===== src/hw/rtl/lsdb_pkg.sv =====
// Shared types, fixed-point constants and the exponential table for the spark blender.
// No dependencies; every other file imports this package.
package lsdb_pkg;

    localparam int COLOR_W     = 8;
    localparam int PIX_W       = 10;
    localparam int POS_W       = 18;
    localparam int POS_FRAC_W  = 8;
    localparam int WEIGHT_W    = 16;
    localparam int DIST_W      = POS_W + 1;
    localparam int P_W         = WEIGHT_W + DIST_W;
    localparam int LOG2E_W     = 16;
    localparam int Q_W         = P_W + LOG2E_W;

    // Exponent in 1/EXP_TABLE_DEPTH steps of a power of two.
    localparam int EXP_FRAC_W      = 8;
    localparam int EXP_TABLE_DEPTH = 1 << EXP_FRAC_W;
    localparam int EXP_W           = 16;
    localparam int T_LSB           = 34 - EXP_FRAC_W;
    localparam int T_W             = 24;
    localparam int IP_W            = T_W - EXP_FRAC_W;
    localparam int PROD_W          = COLOR_W + EXP_W;
    localparam int SHIFT_W         = 5;
    localparam int WIDE_W          = PROD_W + 7;

    localparam logic signed [LOG2E_W-1:0] LOG2E_Q14 = 16'sd23637;

    // Decayed term limits against the integer exponent.
    localparam logic signed [IP_W-1:0] IP_SAT  = 16'sd8;
    localparam logic signed [IP_W-1:0] IP_ZERO = -16'sd9;
    localparam logic signed [IP_W-1:0] IP_BIAS = 16'sd22;

    localparam longint unsigned LN2_Q28   = 64'd186065279;
    localparam longint unsigned ONE_Q28   = 64'd268435456;
    localparam int              EXP_TERMS = 24;
    localparam longint unsigned EXP_ROUND = 64'd4096;
    localparam longint unsigned EXP_MAX   = 64'd65535;

    // ceil(2^33 / k) for k = 1..24: series terms stay below 2^28, so the
    // multiply and shift give the exact floor of the division by k
    localparam int              RECIP_SH  = 33;
    localparam longint unsigned RECIP_ONE = 64'd1 << RECIP_SH;
    localparam longint unsigned RECIP_K [EXP_TERMS] = '{
        (RECIP_ONE + 64'd0)  / 64'd1,  (RECIP_ONE + 64'd1)  / 64'd2,
        (RECIP_ONE + 64'd2)  / 64'd3,  (RECIP_ONE + 64'd3)  / 64'd4,
        (RECIP_ONE + 64'd4)  / 64'd5,  (RECIP_ONE + 64'd5)  / 64'd6,
        (RECIP_ONE + 64'd6)  / 64'd7,  (RECIP_ONE + 64'd7)  / 64'd8,
        (RECIP_ONE + 64'd8)  / 64'd9,  (RECIP_ONE + 64'd9)  / 64'd10,
        (RECIP_ONE + 64'd10) / 64'd11, (RECIP_ONE + 64'd11) / 64'd12,
        (RECIP_ONE + 64'd12) / 64'd13, (RECIP_ONE + 64'd13) / 64'd14,
        (RECIP_ONE + 64'd14) / 64'd15, (RECIP_ONE + 64'd15) / 64'd16,
        (RECIP_ONE + 64'd16) / 64'd17, (RECIP_ONE + 64'd17) / 64'd18,
        (RECIP_ONE + 64'd18) / 64'd19, (RECIP_ONE + 64'd19) / 64'd20,
        (RECIP_ONE + 64'd20) / 64'd21, (RECIP_ONE + 64'd21) / 64'd22,
        (RECIP_ONE + 64'd22) / 64'd23, (RECIP_ONE + 64'd23) / 64'd24
    };

    typedef logic [EXP_W-1:0] t_exp_tab [EXP_TABLE_DEPTH];

    typedef struct packed {
        logic mul;
        logic scale;
        logic look;
        logic prod;
    } t_stage_en;

    typedef struct packed {
        logic neg;
        logic zero;
    } t_dist_flags;

    typedef struct packed {
        logic [PIX_W-1:0]    pixel_index;
        logic [COLOR_W-1:0]  base_green;
        logic [COLOR_W-1:0]  base_red;
        logic [COLOR_W-1:0]  base_blue;
        logic [POS_W-1:0]    spark_pos;
        logic [WEIGHT_W-1:0] spark_weight;
        logic [COLOR_W-1:0]  spark_green;
        logic [COLOR_W-1:0]  spark_red;
        logic [COLOR_W-1:0]  spark_blue;
        logic                spark_valid;
        logic                first_item;
        logic                last_item;
    } t_item;

    // 2^15 * 2^(f/DEPTH), from a Q4.28 Taylor series of exp(f*ln2/DEPTH).
    function automatic t_exp_tab f_exp_table();
        t_exp_tab          tab;
        longint unsigned   x;
        longint unsigned   term;
        longint unsigned   sum;
        longint unsigned   e;
        for (int f = 0; f < EXP_TABLE_DEPTH; f++) begin
            x    = (longint'(f) * LN2_Q28) >> EXP_FRAC_W;
            term = ONE_Q28;
            sum  = ONE_Q28;
            for (int k = 0; k < EXP_TERMS; k++) begin
                term = (((term * x) >> 28) * RECIP_K[k]) >> RECIP_SH;
                sum  = sum + term;
            end
            e = (sum + EXP_ROUND) >> 13;
            if (e > EXP_MAX) begin
                e = EXP_MAX;
            end
            tab[f] = e[EXP_W-1:0];
        end
        return tab;
    endfunction

    localparam t_exp_tab EXP_TABLE = f_exp_table();

    function automatic logic [COLOR_W-1:0] f_sat_add(input logic [COLOR_W-1:0] a,
                                                     input logic [COLOR_W-1:0] b);
        logic [COLOR_W:0] s;
        s = {1'b0, a} + {1'b0, b};
        return s[COLOR_W] ? {COLOR_W{1'b1}} : s[COLOR_W-1:0];
    endfunction

endpackage


===== src/hw/rtl/lsdb_if.sv =====
// Valid/ready channels for spark items in and blended colours out.
// Depends on lsdb_pkg for field widths.
interface lsdb_in_if
    import lsdb_pkg::*;
();
    logic                valid;
    logic                ready;
    logic [PIX_W-1:0]    pixel_index;
    logic [COLOR_W-1:0]  base_green;
    logic [COLOR_W-1:0]  base_red;
    logic [COLOR_W-1:0]  base_blue;
    logic [POS_W-1:0]    spark_pos;
    logic signed [WEIGHT_W-1:0] spark_weight;
    logic [COLOR_W-1:0]  spark_green;
    logic [COLOR_W-1:0]  spark_red;
    logic [COLOR_W-1:0]  spark_blue;
    logic                spark_valid;
    logic                first_item;
    logic                last_item;

    modport source (
        output valid, pixel_index, base_green, base_red, base_blue, spark_pos,
               spark_weight, spark_green, spark_red, spark_blue, spark_valid,
               first_item, last_item,
        input  ready
    );
    modport sink (
        input  valid, pixel_index, base_green, base_red, base_blue, spark_pos,
               spark_weight, spark_green, spark_red, spark_blue, spark_valid,
               first_item, last_item,
        output ready
    );
endinterface

interface lsdb_out_if
    import lsdb_pkg::*;
();
    logic               valid;
    logic               ready;
    logic [COLOR_W-1:0] out_green;
    logic [COLOR_W-1:0] out_red;
    logic [COLOR_W-1:0] out_blue;

    modport source (output valid, out_green, out_red, out_blue, input ready);
    modport sink (input valid, out_green, out_red, out_blue, output ready);
endinterface


===== src/hw/rtl/lsdb_exponent.sv =====
// Shared front end: spark distance and base-2 decay exponent over two multiply stages.
// Depends on lsdb_pkg.
module lsdb_exponent
    import lsdb_pkg::*;
(
    input  logic                       i_clk,
    input  t_stage_en                  i_en,
    input  logic [PIX_W-1:0]           i_pixel_index,
    input  logic [POS_W-1:0]           i_spark_pos,
    input  logic signed [WEIGHT_W-1:0] i_spark_weight,
    output logic signed [T_W-1:0]      o_t,
    output t_dist_flags                o_flags
);

    logic signed [DIST_W-1:0] offset;
    logic signed [P_W-1:0]    n_p;
    logic signed [P_W-1:0]    r_p;
    logic signed [Q_W-1:0]    q;
    logic signed [T_W-1:0]    r_t;
    t_dist_flags              r_flags_mul;
    t_dist_flags              r_flags;

    assign offset = $signed({1'b0, i_spark_pos})
                  - $signed({1'b0, i_pixel_index, {POS_FRAC_W{1'b0}}});
    assign n_p    = i_spark_weight * offset;
    assign q      = r_p * LOG2E_Q14;

    always_ff @(posedge i_clk) begin
        if (i_en.mul) begin
            r_p              <= n_p;
            r_flags_mul.neg  <= offset[DIST_W-1];
            r_flags_mul.zero <= (offset == '0);
        end
        // floor by arithmetic shift: the part-select drops the low bits
        if (i_en.scale) begin
            r_t     <= q[T_LSB+T_W-1:T_LSB];
            r_flags <= r_flags_mul;
        end
    end

    assign o_t     = r_t;
    assign o_flags = r_flags;

endmodule


===== src/hw/rtl/lsdb_lane.sv =====
// One colour channel: table lookup, colour product and power-of-two scaling.
// Depends on lsdb_pkg for the exponential table.
module lsdb_lane
    import lsdb_pkg::*;
(
    input  logic                  i_clk,
    input  t_stage_en             i_en,
    input  logic [COLOR_W-1:0]    i_color,
    input  logic signed [T_W-1:0] i_t,
    input  t_dist_flags           i_flags,
    output logic [COLOR_W-1:0]    o_term
);

    logic [EXP_W-1:0]         r_entry;
    logic signed [IP_W-1:0]   r_ip_look;
    logic signed [IP_W-1:0]   r_ip;
    t_dist_flags              r_flags_look;
    t_dist_flags              r_flags;
    logic [COLOR_W-1:0]       r_color_look;
    logic [COLOR_W-1:0]       r_color;
    logic [PROD_W-1:0]        r_prod;
    logic signed [IP_W-1:0]   shift_full;
    logic [SHIFT_W-1:0]       shift;
    logic [WIDE_W-1:0]        wide;

    always_ff @(posedge i_clk) begin
        if (i_en.look) begin
            r_entry      <= EXP_TABLE[i_t[EXP_FRAC_W-1:0]];
            r_ip_look    <= i_t[T_W-1:EXP_FRAC_W];
            r_flags_look <= i_flags;
            r_color_look <= i_color;
        end
        if (i_en.prod) begin
            r_prod  <= PROD_W'(r_color_look) * PROD_W'(r_entry);
            r_ip    <= r_ip_look;
            r_flags <= r_flags_look;
            r_color <= r_color_look;
        end
    end

    // pre-shift left by 7 so both exponent signs become one right shift
    assign shift_full = IP_BIAS - r_ip;
    assign shift      = shift_full[SHIFT_W-1:0];
    assign wide       = {r_prod, 7'b0} >> shift;

    always_comb begin
        if (r_flags.neg) begin
            o_term = '0;
        end else if (r_flags.zero) begin
            o_term = r_color;
        end else if (r_prod == '0) begin
            o_term = '0;
        end else if (r_ip >= IP_SAT) begin
            o_term = {COLOR_W{1'b1}};
        end else if (r_ip < IP_ZERO) begin
            o_term = '0;
        end else if (wide[WIDE_W-1:COLOR_W] != '0) begin
            o_term = {COLOR_W{1'b1}};
        end else begin
            o_term = wide[COLOR_W-1:0];
        end
    end

endmodule


===== src/hw/rtl/lsdb_blend.sv =====
// Merge stage: saturating accumulators for the three lanes and the result register.
// Depends on lsdb_pkg and lsdb_out_if.
module lsdb_blend
    import lsdb_pkg::*;
(
    input  logic               i_clk,
    input  logic               i_rst_n,
    input  logic               i_fire,
    input  t_item              i_item,
    input  logic [COLOR_W-1:0] i_term_green,
    input  logic [COLOR_W-1:0] i_term_red,
    input  logic [COLOR_W-1:0] i_term_blue,
    output logic               o_done,
    lsdb_out_if.source         o_out
);

    logic [COLOR_W-1:0] r_acc_green;
    logic [COLOR_W-1:0] r_acc_red;
    logic [COLOR_W-1:0] r_acc_blue;
    logic [COLOR_W-1:0] base_green;
    logic [COLOR_W-1:0] base_red;
    logic [COLOR_W-1:0] base_blue;
    logic [COLOR_W-1:0] n_acc_green;
    logic [COLOR_W-1:0] n_acc_red;
    logic [COLOR_W-1:0] n_acc_blue;
    logic               r_out_valid;
    logic [COLOR_W-1:0] r_out_green;
    logic [COLOR_W-1:0] r_out_red;
    logic [COLOR_W-1:0] r_out_blue;

    assign base_green = i_item.first_item ? i_item.base_green : r_acc_green;
    assign base_red   = i_item.first_item ? i_item.base_red   : r_acc_red;
    assign base_blue  = i_item.first_item ? i_item.base_blue  : r_acc_blue;

    assign n_acc_green = i_item.spark_valid ? f_sat_add(base_green, i_term_green) : base_green;
    assign n_acc_red   = i_item.spark_valid ? f_sat_add(base_red, i_term_red)     : base_red;
    assign n_acc_blue  = i_item.spark_valid ? f_sat_add(base_blue, i_term_blue)   : base_blue;

    // hold the commit of a last beat until the result register frees up
    assign o_done = i_fire && (!i_item.last_item || !r_out_valid || o_out.ready);

    always_ff @(posedge i_clk) begin
        if (!i_rst_n) begin
            r_acc_green <= '0;
            r_acc_red   <= '0;
            r_acc_blue  <= '0;
            r_out_valid <= 1'b0;
        end else begin
            if (o_done && i_item.last_item) begin
                r_out_valid <= 1'b1;
            end else if (o_out.ready) begin
                r_out_valid <= 1'b0;
            end
            if (o_done) begin
                r_acc_green <= n_acc_green;
                r_acc_red   <= n_acc_red;
                r_acc_blue  <= n_acc_blue;
                if (i_item.last_item) begin
                    r_out_green <= n_acc_green;
                    r_out_red   <= n_acc_red;
                    r_out_blue  <= n_acc_blue;
                end
            end
        end
    end

    assign o_out.valid     = r_out_valid;
    assign o_out.out_green = r_out_green;
    assign o_out.out_red   = r_out_red;
    assign o_out.out_blue  = r_out_blue;

endmodule


===== src/hw/rtl/led_spark_decay_blend.sv =====
// Spark blender for one LED pixel. Each input beat may load the base colour, add one spark
// and emit the blended colour; beats are worked one at a time, and ready returns only after
// every step of a beat: capture of the beat, weight*distance, the log2(e)
// scaling, the table read, the colour product, and the saturating add in the merge stage.
// A last beat waits in that final step while an earlier result is still held unread.
// Depends on lsdb_pkg, lsdb_if, lsdb_exponent, lsdb_lane and lsdb_blend.
module led_spark_decay_blend
    import lsdb_pkg::*;
(
    input  logic       i_clk,
    input  logic       i_rst_n,
    lsdb_in_if.sink    i_in,
    lsdb_out_if.source o_out
);

    typedef enum logic [2:0] {
        ST_IDLE,
        ST_MUL,
        ST_SCALE,
        ST_LOOK,
        ST_PROD,
        ST_COMMIT
    } t_state;

    t_state                r_state;
    t_item                 r_item;
    t_stage_en             en;
    logic                  accept;
    logic                  done;
    logic signed [T_W-1:0] t_exp;
    t_dist_flags           flags;
    logic [COLOR_W-1:0]    term_green;
    logic [COLOR_W-1:0]    term_red;
    logic [COLOR_W-1:0]    term_blue;

    assign i_in.ready = (r_state == ST_IDLE);
    assign accept     = i_in.valid && i_in.ready;

    assign en.mul   = (r_state == ST_MUL);
    assign en.scale = (r_state == ST_SCALE);
    assign en.look  = (r_state == ST_LOOK);
    assign en.prod  = (r_state == ST_PROD);

    always_ff @(posedge i_clk) begin
        if (!i_rst_n) begin
            r_state <= ST_IDLE;
        end else begin
            case (r_state)
                ST_IDLE: begin
                    if (accept) begin
                        r_state <= ST_MUL;
                    end
                end
                ST_MUL:    r_state <= ST_SCALE;
                ST_SCALE:  r_state <= ST_LOOK;
                ST_LOOK:   r_state <= ST_PROD;
                ST_PROD:   r_state <= ST_COMMIT;
                ST_COMMIT: begin
                    if (done) begin
                        r_state <= ST_IDLE;
                    end
                end
                default:   r_state <= ST_IDLE;
            endcase
        end
        if (accept) begin
            r_item.pixel_index  <= i_in.pixel_index;
            r_item.base_green   <= i_in.base_green;
            r_item.base_red     <= i_in.base_red;
            r_item.base_blue    <= i_in.base_blue;
            r_item.spark_pos    <= i_in.spark_pos;
            r_item.spark_weight <= i_in.spark_weight;
            r_item.spark_green  <= i_in.spark_green;
            r_item.spark_red    <= i_in.spark_red;
            r_item.spark_blue   <= i_in.spark_blue;
            r_item.spark_valid  <= i_in.spark_valid;
            r_item.first_item   <= i_in.first_item;
            r_item.last_item    <= i_in.last_item;
        end
    end

    lsdb_exponent u_exponent (
        .i_clk          (i_clk),
        .i_en           (en),
        .i_pixel_index  (r_item.pixel_index),
        .i_spark_pos    (r_item.spark_pos),
        .i_spark_weight ($signed(r_item.spark_weight)),
        .o_t            (t_exp),
        .o_flags        (flags)
    );

    lsdb_lane u_lane_green (
        .i_clk   (i_clk),
        .i_en    (en),
        .i_color (r_item.spark_green),
        .i_t     (t_exp),
        .i_flags (flags),
        .o_term  (term_green)
    );

    lsdb_lane u_lane_red (
        .i_clk   (i_clk),
        .i_en    (en),
        .i_color (r_item.spark_red),
        .i_t     (t_exp),
        .i_flags (flags),
        .o_term  (term_red)
    );

    lsdb_lane u_lane_blue (
        .i_clk   (i_clk),
        .i_en    (en),
        .i_color (r_item.spark_blue),
        .i_t     (t_exp),
        .i_flags (flags),
        .o_term  (term_blue)
    );

    lsdb_blend u_blend (
        .i_clk        (i_clk),
        .i_rst_n      (i_rst_n),
        .i_fire       (r_state == ST_COMMIT),
        .i_item       (r_item),
        .i_term_green (term_green),
        .i_term_red   (term_red),
        .i_term_blue  (term_blue),
        .o_done       (done),
        .o_out        (o_out)
    );

endmodule


===== src/flat_wrapper.sv =====
// flat-port wrapper written by rule: the top's interface ports become plain ports
module led_spark_decay_blend_flat import lsdb_pkg::*;
  (i_clk, i_rst_n, i_in_valid, i_in_pixel_index, i_in_base_green, i_in_base_red, i_in_base_blue, i_in_spark_pos, i_in_spark_weight, i_in_spark_green, i_in_spark_red, i_in_spark_blue, i_in_spark_valid, i_in_first_item, i_in_last_item, i_in_ready, o_out_valid, o_out_out_green, o_out_out_red, o_out_out_blue, o_out_ready);
  lsdb_in_if i_in_i ();
  lsdb_out_if o_out_i ();
  input  logic i_clk;
  input  logic i_rst_n;
  input wire logic [$bits(i_in_i.valid)-1:0] i_in_valid;
  input wire logic [$bits(i_in_i.pixel_index)-1:0] i_in_pixel_index;
  input wire logic [$bits(i_in_i.base_green)-1:0] i_in_base_green;
  input wire logic [$bits(i_in_i.base_red)-1:0] i_in_base_red;
  input wire logic [$bits(i_in_i.base_blue)-1:0] i_in_base_blue;
  input wire logic [$bits(i_in_i.spark_pos)-1:0] i_in_spark_pos;
  input wire logic [$bits(i_in_i.spark_weight)-1:0] i_in_spark_weight;
  input wire logic [$bits(i_in_i.spark_green)-1:0] i_in_spark_green;
  input wire logic [$bits(i_in_i.spark_red)-1:0] i_in_spark_red;
  input wire logic [$bits(i_in_i.spark_blue)-1:0] i_in_spark_blue;
  input wire logic [$bits(i_in_i.spark_valid)-1:0] i_in_spark_valid;
  input wire logic [$bits(i_in_i.first_item)-1:0] i_in_first_item;
  input wire logic [$bits(i_in_i.last_item)-1:0] i_in_last_item;
  output wire logic [$bits(i_in_i.ready)-1:0] i_in_ready;
  output wire logic [$bits(o_out_i.valid)-1:0] o_out_valid;
  output wire logic [$bits(o_out_i.out_green)-1:0] o_out_out_green;
  output wire logic [$bits(o_out_i.out_red)-1:0] o_out_out_red;
  output wire logic [$bits(o_out_i.out_blue)-1:0] o_out_out_blue;
  input wire logic [$bits(o_out_i.ready)-1:0] o_out_ready;
  assign i_in_i.valid = i_in_valid;
  assign i_in_i.pixel_index = i_in_pixel_index;
  assign i_in_i.base_green = i_in_base_green;
  assign i_in_i.base_red = i_in_base_red;
  assign i_in_i.base_blue = i_in_base_blue;
  assign i_in_i.spark_pos = i_in_spark_pos;
  assign i_in_i.spark_weight = i_in_spark_weight;
  assign i_in_i.spark_green = i_in_spark_green;
  assign i_in_i.spark_red = i_in_spark_red;
  assign i_in_i.spark_blue = i_in_spark_blue;
  assign i_in_i.spark_valid = i_in_spark_valid;
  assign i_in_i.first_item = i_in_first_item;
  assign i_in_i.last_item = i_in_last_item;
  assign i_in_ready = i_in_i.ready;
  assign o_out_valid = o_out_i.valid;
  assign o_out_out_green = o_out_i.out_green;
  assign o_out_out_red = o_out_i.out_red;
  assign o_out_out_blue = o_out_i.out_blue;
  assign o_out_i.ready = o_out_ready;
  led_spark_decay_blend u_core (.i_clk(i_clk), .i_rst_n(i_rst_n), .i_in(i_in_i), .o_out(o_out_i));
endmodule

===== config.mk =====
export PLATFORM = sky130hd
export DESIGN_NAME = led_spark_decay_blend_flat
export DESIGN_NICKNAME = d
export VERILOG_FILES = /design/src/hw/rtl/lsdb_pkg.sv /design/src/hw/rtl/lsdb_if.sv /design/src/hw/rtl/lsdb_exponent.sv /design/src/hw/rtl/lsdb_lane.sv /design/src/hw/rtl/lsdb_blend.sv /design/src/hw/rtl/led_spark_decay_blend.sv /design/src/flat_wrapper.sv
export SDC_FILE = /design/constraint.sdc
export NUM_CORES = 2
export LEC_CHECK = 0
export BUFFER_PORTS_ARGS = -buffer_cell sky130_fd_sc_hd__buf_2
export CAP_MARGIN = 20
export CORE_MARGIN = 2
export CORE_UTILIZATION = 45
export DETAILED_ROUTE_END_ITERATION = 10
export SLEW_MARGIN = 20
export SYNTH_ARGS = -nofsm -noshare
export SYNTH_HDL_FRONTEND = slang
export SYNTH_SLANG_ARGS = --single-unit
export TNS_END_PERCENT = 5

===== constraint.sdc =====
create_clock -name i_clk -period 14.1 [get_ports i_clk]
set_clock_uncertainty 0.05 [all_clocks]
set_input_delay 1.41 -clock i_clk [delete_from_list [all_inputs] [get_ports i_clk]]
set_output_delay 1.41 -clock i_clk [all_outputs]
set_load 0.05 [all_outputs]

==> Word level (Yosys, flattened, before mapping) <==
Memories as Yosys holds them, arrays and structs flattened. A register that Yosys moved wholly into a read port is not among the register bits.
Cells that the tools add are included.
{ "totals": {"romBits": 4096, "register_bits": 366, "output_inout_bits": 26, "in_bits": 99, "memories": 1} }
{ "memory_table": {"columns": ["memory", "depth", "word_bits", "rd", "rd_clocked_by_memory_dff", "wr", "line", "source"], "rows": [
  ["(no name shown)", 256, 16, 1, 1, 0, "lsdb_lane.sv:28", "r_entry <= EXP_TABLE[i_t[EXP_FRAC_W-1:0]];"]
]} }
{ "op_classes": {"mul": 5, "n_mux": 32, "n_lt_le_gt_ge": 2, "addsub": 5, "shifts": 3, "eq_ne": 7, "n_reduce_logical": 18, "bitwise_logic": 1} }
{ "ops": {"columns": ["operator", "n"], "rows": [
  ["$mux W8", 27],
  ["$shr A31 B5 Y31", 3],
  ["$logic_not A24 Y1", 3],
  ["$mul A8 B16 Y24", 3],
  ["$reduce_bool A23 Y1", 3],
  ["$mul A35 B16 Y50 const B", 1],
  ["$mul A16 B19 Y35", 1],
  ["$add A8 B8 Y9", 3],
  ["$logic_not A19 Y1", 1],
  ["$sub A18 B18 Y19", 1],
  ["$pmux W3 S6", 1],
  ["$ge A16 B5 Y1 const B", 1],
  ["$lt A16 B5 Y1 const B", 1],
  ["$not A8 Y9", 1],
  ["$eq A3 B2 Y1 const B", 2],
  ["$eq A3 B3 Y1 const B", 2],
  ["$mux W3", 2],
  ["$sub A5 B5 Y5 const A", 1],
  ["$eq A3 B1 Y1 const B", 1],
  ["$logic_and A1 B1 Y1", 3],
  ["$logic_not A3 Y1", 1],
  ["$reduce_and A3 Y1", 1],
  ["$logic_not A1 Y1", 2],
  ["$logic_or A1 B1 Y1", 2],
  ["other kinds (5)", 6]
]} }

==> Depth between registers and ports, before layout <==
{ "logic_depth": {"depth_word": 12, "ltp_mapped": 34, "ltp_nobuf": 33} }

==> Cells and area by module <==
From an unflattened synthesis, not the netlist that was laid out.
{ "unflattened": {"cells_unflattened": 7432, "area_unflattened_um2": 67140.6} }
{ "modules_own_cells": {"columns": ["mod", "seq_area_each_um2", "n_inst", "cells_each", "area_each_um2"], "rows": [
  ["lsdb_exponent", 1891.8, 1, 2457, 23256.1],
  ["lsdb_lane at u_core.u_lane_blue", 2732.6, 1, 1534, 12607.1],
  ["lsdb_lane at u_core.u_lane_green", 2732.6, 1, 1506, 12497.0],
  ["lsdb_lane at u_core.u_lane_red", 2732.6, 1, 1471, 12383.1],
  ["lsdb_blend", 1221.2, 1, 346, 3330.7],
  ["led_spark_decay_blend", 2912.8, 1, 118, 3066.7]
]} }

==> Worst setup path after synthesis <==
Ideal clock, no wire load.
{ "synth_path": {"path_kind": "register -> register", "from": "register u_core.r_item[52] in the netlist's numbering", "to": "register u_core.u_exponent.r_p[34] (data pin)", "arrival_ns": 7.552, "setup_slack_ns": 6.238, "n_path_buf": 1, "stages_incl_launch_ff": 31, "setup_ns": 0.260, "cell_sequence": "edfxtp_1 > ha_1 > nor2b_1 > o21ai_0 > a21boi_0 > o21ai_1 > a21oi_1 > o21a_1 > or4b_1 > nand3_1 > clkbuf_1 > nand2_1 > fa_1 > fa_1 > fa_1 > fa_1 > inv_1 > fa_1 > inv_1 > fa_1 > inv_1 > ha_1 > a21o_1 > a21o_1 > a21oi_1 > nand2_1 > o2111a_1 > a2111oi_4 > nand3_2 > a31oi_2 > xnor2_1"} }
{ "synth_between": {"elab_chain_cells": 2} }
{ "synth_lines": {"columns": ["item", "line", "source"], "rows": [
  ["start: declaration", "led_spark_decay_blend.sv:26", "t_item r_item;"],
  ["$sub A18 B18 Y19", "lsdb_exponent.sv:24", "- $signed({1'b0, i_pixel_index, {POS_FRAC_W{1'b0}}});"],
  ["$mul A16 B19 Y35", "lsdb_exponent.sv:25", "assign n_p = i_spark_weight * offset;"],
  ["via u_core.u_exponent.n_p[34]", "lsdb_exponent.sv:16", "logic signed [P_W-1:0] n_p;"],
  ["end signal: assignment", "lsdb_exponent.sv:30", "r_p <= n_p;"],
  ["end: declaration", "lsdb_exponent.sv:17", "logic signed [P_W-1:0] r_p;"]
]} }
The timed path passes the listed nets, and every way through them passes these cells.
A chain may end at the register's enable or synchronous reset.

==> Worst setup path after layout <==
{ "layout_path": {"from": "register u_core.r_item[51] in the netlist's numbering", "to": "register u_core.u_exponent.r_p[33] (data pin)"} }
The elaborated chain is that of the path after synthesis.

==> flow_metrics.tcl <==
set metrics [dict create \
    yosys.area_share.simple_pct 13.2 \
    finalInstanceArea_mm2 0.0579 \
    synth_common_cells "inv_1 (1010), fa_1 (757), nand2_1 (635), ha_1 (483), edfxtp_1 (353)" \
    drt_drc_violations_left 0 \
    synth_cells 5616 \
    nFillCells 11409 \
    n_antenna_cell 0 \
    yosysMostFrequentCell "inv_1" \
    syn_avg_cell_area_um2 9.62 \
    period_minus_slack_ns 8.80 \
    antenna_left 0 \
    worstRegToRegCells 31 \
    place_hpwl_um 104000 \
    multi_input_area_mm2 0.0381 \
    antenna_found_initial 5 \
    viasPerCell 5.47 \
    ios 125 \
    drt_iter0_markers 3019 \
    critPathMaxStageDelay_ns 0.69 \
    synth-compound-area-share_pct 10.9 \
    seq_area_mm2 0.0112 \
    min_period_over_period_pct 62.4 \
    rows 127 \
    gp_congestion 0.941 \
    hold_slack_ns 0.360 \
    cts_inserted_buffers 49 \
    crit_type "register to register" \
    drive_above_1_share_pct 7.83 \
    cp.arrival_ns 9.17 \
    outcome "finished, final reports clean" \
    rsz0062_at_grt "false" \
    wirelength_um 137000 \
    seq_area_frac_synth_pct 20.7 \
    synth_edf_count 353 \
    max_freq_mhz 114 \
    post_drt_wl_per_cell_um 18.9 \
    nNetsFinal 6931 \
    rr_startpoint "u_core.r_item[51]$_DFFE_PP_" \
    hold_depth 0 \
    drtPass1Iterations 6 \
    yosys-top-cells-area "fa_1 (28%), edfxtp_1 (20%), ha_1 (11%)" \
    via_count 39620 \
    post-route-worst-setup-slack_ns 5.30 \
    fp.dieArea_mm2 0.123 \
    fin_tns_setup_ns 0 \
    crit_start "u_core.r_item[51]$_DFFE_PP_" \
    coreArea_mm2 0.119 \
    grt-ovfl-total 0 \
    yosysWarnings 0 \
    worstPathRequired_ns 14.47 \
    tightest_slew_ns 1.05 \
    slowest_stage "fa_1" \
    cts_setup_buffers 0 \
    ys_ff_latch 381 \
    synthArstFlopShare_pct 0 \
    ctsHoldBuffers 0 \
    synth_fa_ha_area_share_pct 39.2 \
    synthXorXnorAreaFrac_pct 2.69 \
    grt_pass1_wl_um 224000 \
    htree_levels 2 \
    hold_violations 0 \
    syn_area_mm2 0.0540 \
    min-delay-start "u_core.r_item[9]$_DFFE_PP_" \
    yosysTopAreaCell "fa_1" \
    placed_cell_area_mm2 0.0562 \
    cts.sinks 381 \
    synth_top_family_by_area "adder cells" \
    synth_fp_nets 6955 \
    slew_headroom_pct 30.1 \
    clk_latency_ns 0.67 \
    grt_pass1_vias 41411 \
    dp_slack_ns 5.34 \
    cts-root-buf "clkbuf_16" \
    io_buffers 124 \
    area_growth_pct 7.26 \
    hold_class "register to register" \
    setup_viol 0 \
    grt.total_usage_pct 22.8 \
    cap_viol_max_count 0 \
    crit_top_cell "fa_1" \
    die_x_um 350 \
    cts_tree "done" \
    ys.flop_type "edfxtp_1" \
    post-synth-top-area-fraction_pct 28.1 \
    initial_core_util_pct 45.2 \
    maxSlewViolCount 0 \
    yosysUniqueCellTypes 91 \
    grt_max_degree 156 \
    clk_pin_slew_ns 0.07 \
    end_kind "register" \
    max-clock-path-buffers 3 \
    cp-start-kind "register" \
    chipHeight_um 350 \
    cts_resized 0 \
    crit_fanout 22 \
    muxShareOfSynthArea_pct 4.29 \
]
[cell families (layout without fill, tap and decap cells)]
family / Yosys count / in the layout
AND/OR/NAND/NOR: 1492 / 1492
flip-flops: 381 / 381
XOR/XNOR: 165 / 165
AO/OA/AOI/OAI: 899 / 899
buffers and inverters: 1281 / 1297
multiplexers: 158 / 158
adder cells (fa/ha/maj): 1240 / 1240
[placed cells by master (no fill, tap or decap), types with 24 or more instances in the layout]
master | netlist | layout
a21o_1 | 47 | 47
clkbuf_16 | 0 | 49
buf_2 | 21 | 124
nand3_1 | 52 | 52
xor2_1 | 36 | 34
nand2b_1 | 37 | 37
o21ai_0 | 184 | 184
o21a_1 | 27 | 27
ha_1 | 483 | 482
nand2_1 | 635 | 635
o211ai_1 | 30 | 30
xnor2_1 | 128 | 126
o21bai_1 | 24 | 24
mux4_2 | 55 | 55
a211oi_1 | 47 | 47
nor3_1 | 53 | 53
mux2_2 | 37 | 37
nor4_1 | 32 | 32
nor2_1 | 234 | 232
buf_4 | 5 | 66
mux2i_1 | 65 | 65
a31o_2 | 28 | 28
inv_1 | 1010 | 1009
a31oi_1 | 33 | 33
and2_1 | 293 | 292
nor2b_1 | 42 | 42
a21oi_1 | 260 | 259
edfxtp_1 | 353 | 353
fa_1 | 757 | 757
dfxtp_1 | 28 | 28
[sequential cells by signal, indices dropped and copies added, names as in the netlist, 15 cells and up]
register / count
u_core.r_item: 95
u_core.u_exponent.r_p: 35
u_core.u_exponent.o_t: 24
u_core.u_lane_blue.r_prod: 24
u_core.u_lane_green.r_prod: 24
u_core.u_lane_red.r_prod: 24
u_core.u_lane_red.r_ip: 16
u_core.u_lane_red.r_ip_look: 16
u_core.u_lane_red.r_entry: 15
[through the flow]
stage	util, %	std cells
floorplan	-	5616
detailed placement	47.0	7153
finish	48.5	7244
global route	48.5	7244
CTS	48.5	7244
global placement	47.0	7153
[worst paths after layout]
| path | endpoint | slack, ns |
|---|---|---|
| max | u_core.u_exponent.r_p[33]$_DFFE_PP_ | 5.30 |
| min | u_core.u_lane_blue.r_color_look[6]$_DFFE_PN_ | 0.36 |
| max reg2reg | u_core.u_exponent.r_p[33]$_DFFE_PP_ | 5.30 |
| min reg2reg | u_core.u_lane_blue.r_color_look[6]$_DFFE_PN_ | 0.36 |
[area by class of cell]
type / instances / share of cell area, %
repair buffers: 191 / 1.96
flip-flops and latches: 381 / 19.3
well taps: 1612 / 3.48
multi-input cells: 3954 / 65.7
clock inverters: 39 / 0.877
inverters: 1015 / 6.58
clock buffers: 52 / 2.14
[metal layers]
| layer | wire length [um] | part of all wire [%] | vias to the layer above | global-route usage (%) |
|---|---|---|---|---|
| met4 | 4390 | 3.2 | 0 | 7.19 |
| li1 | - | - | 18426 | - |
| met5 | 0 | 0 | - | 0 |
| met1 | 58900 | 43 | 19818 | 30.0 |
| met3 | 7040 | 5.1 | 253 | 2.70 |
| met2 | 66300 | 49 | 1123 | 39.3 |
[critical path: cells and delay by family, from the launching register on]
family	cells	cell delay [ns]
buffers and inverters	6	0.42
AND/OR/NAND/NOR	4	0.58
XOR/XNOR	1	0.13
flip-flops	1	0.36
AO/OA/AOI/OAI	11	3.02
adder cells (fa/ha/maj)	9	4.01
Power is left out: the tool's default activity adds up to more than one toggle a clock period on the data nets, which glitch-free logic cannot reach.
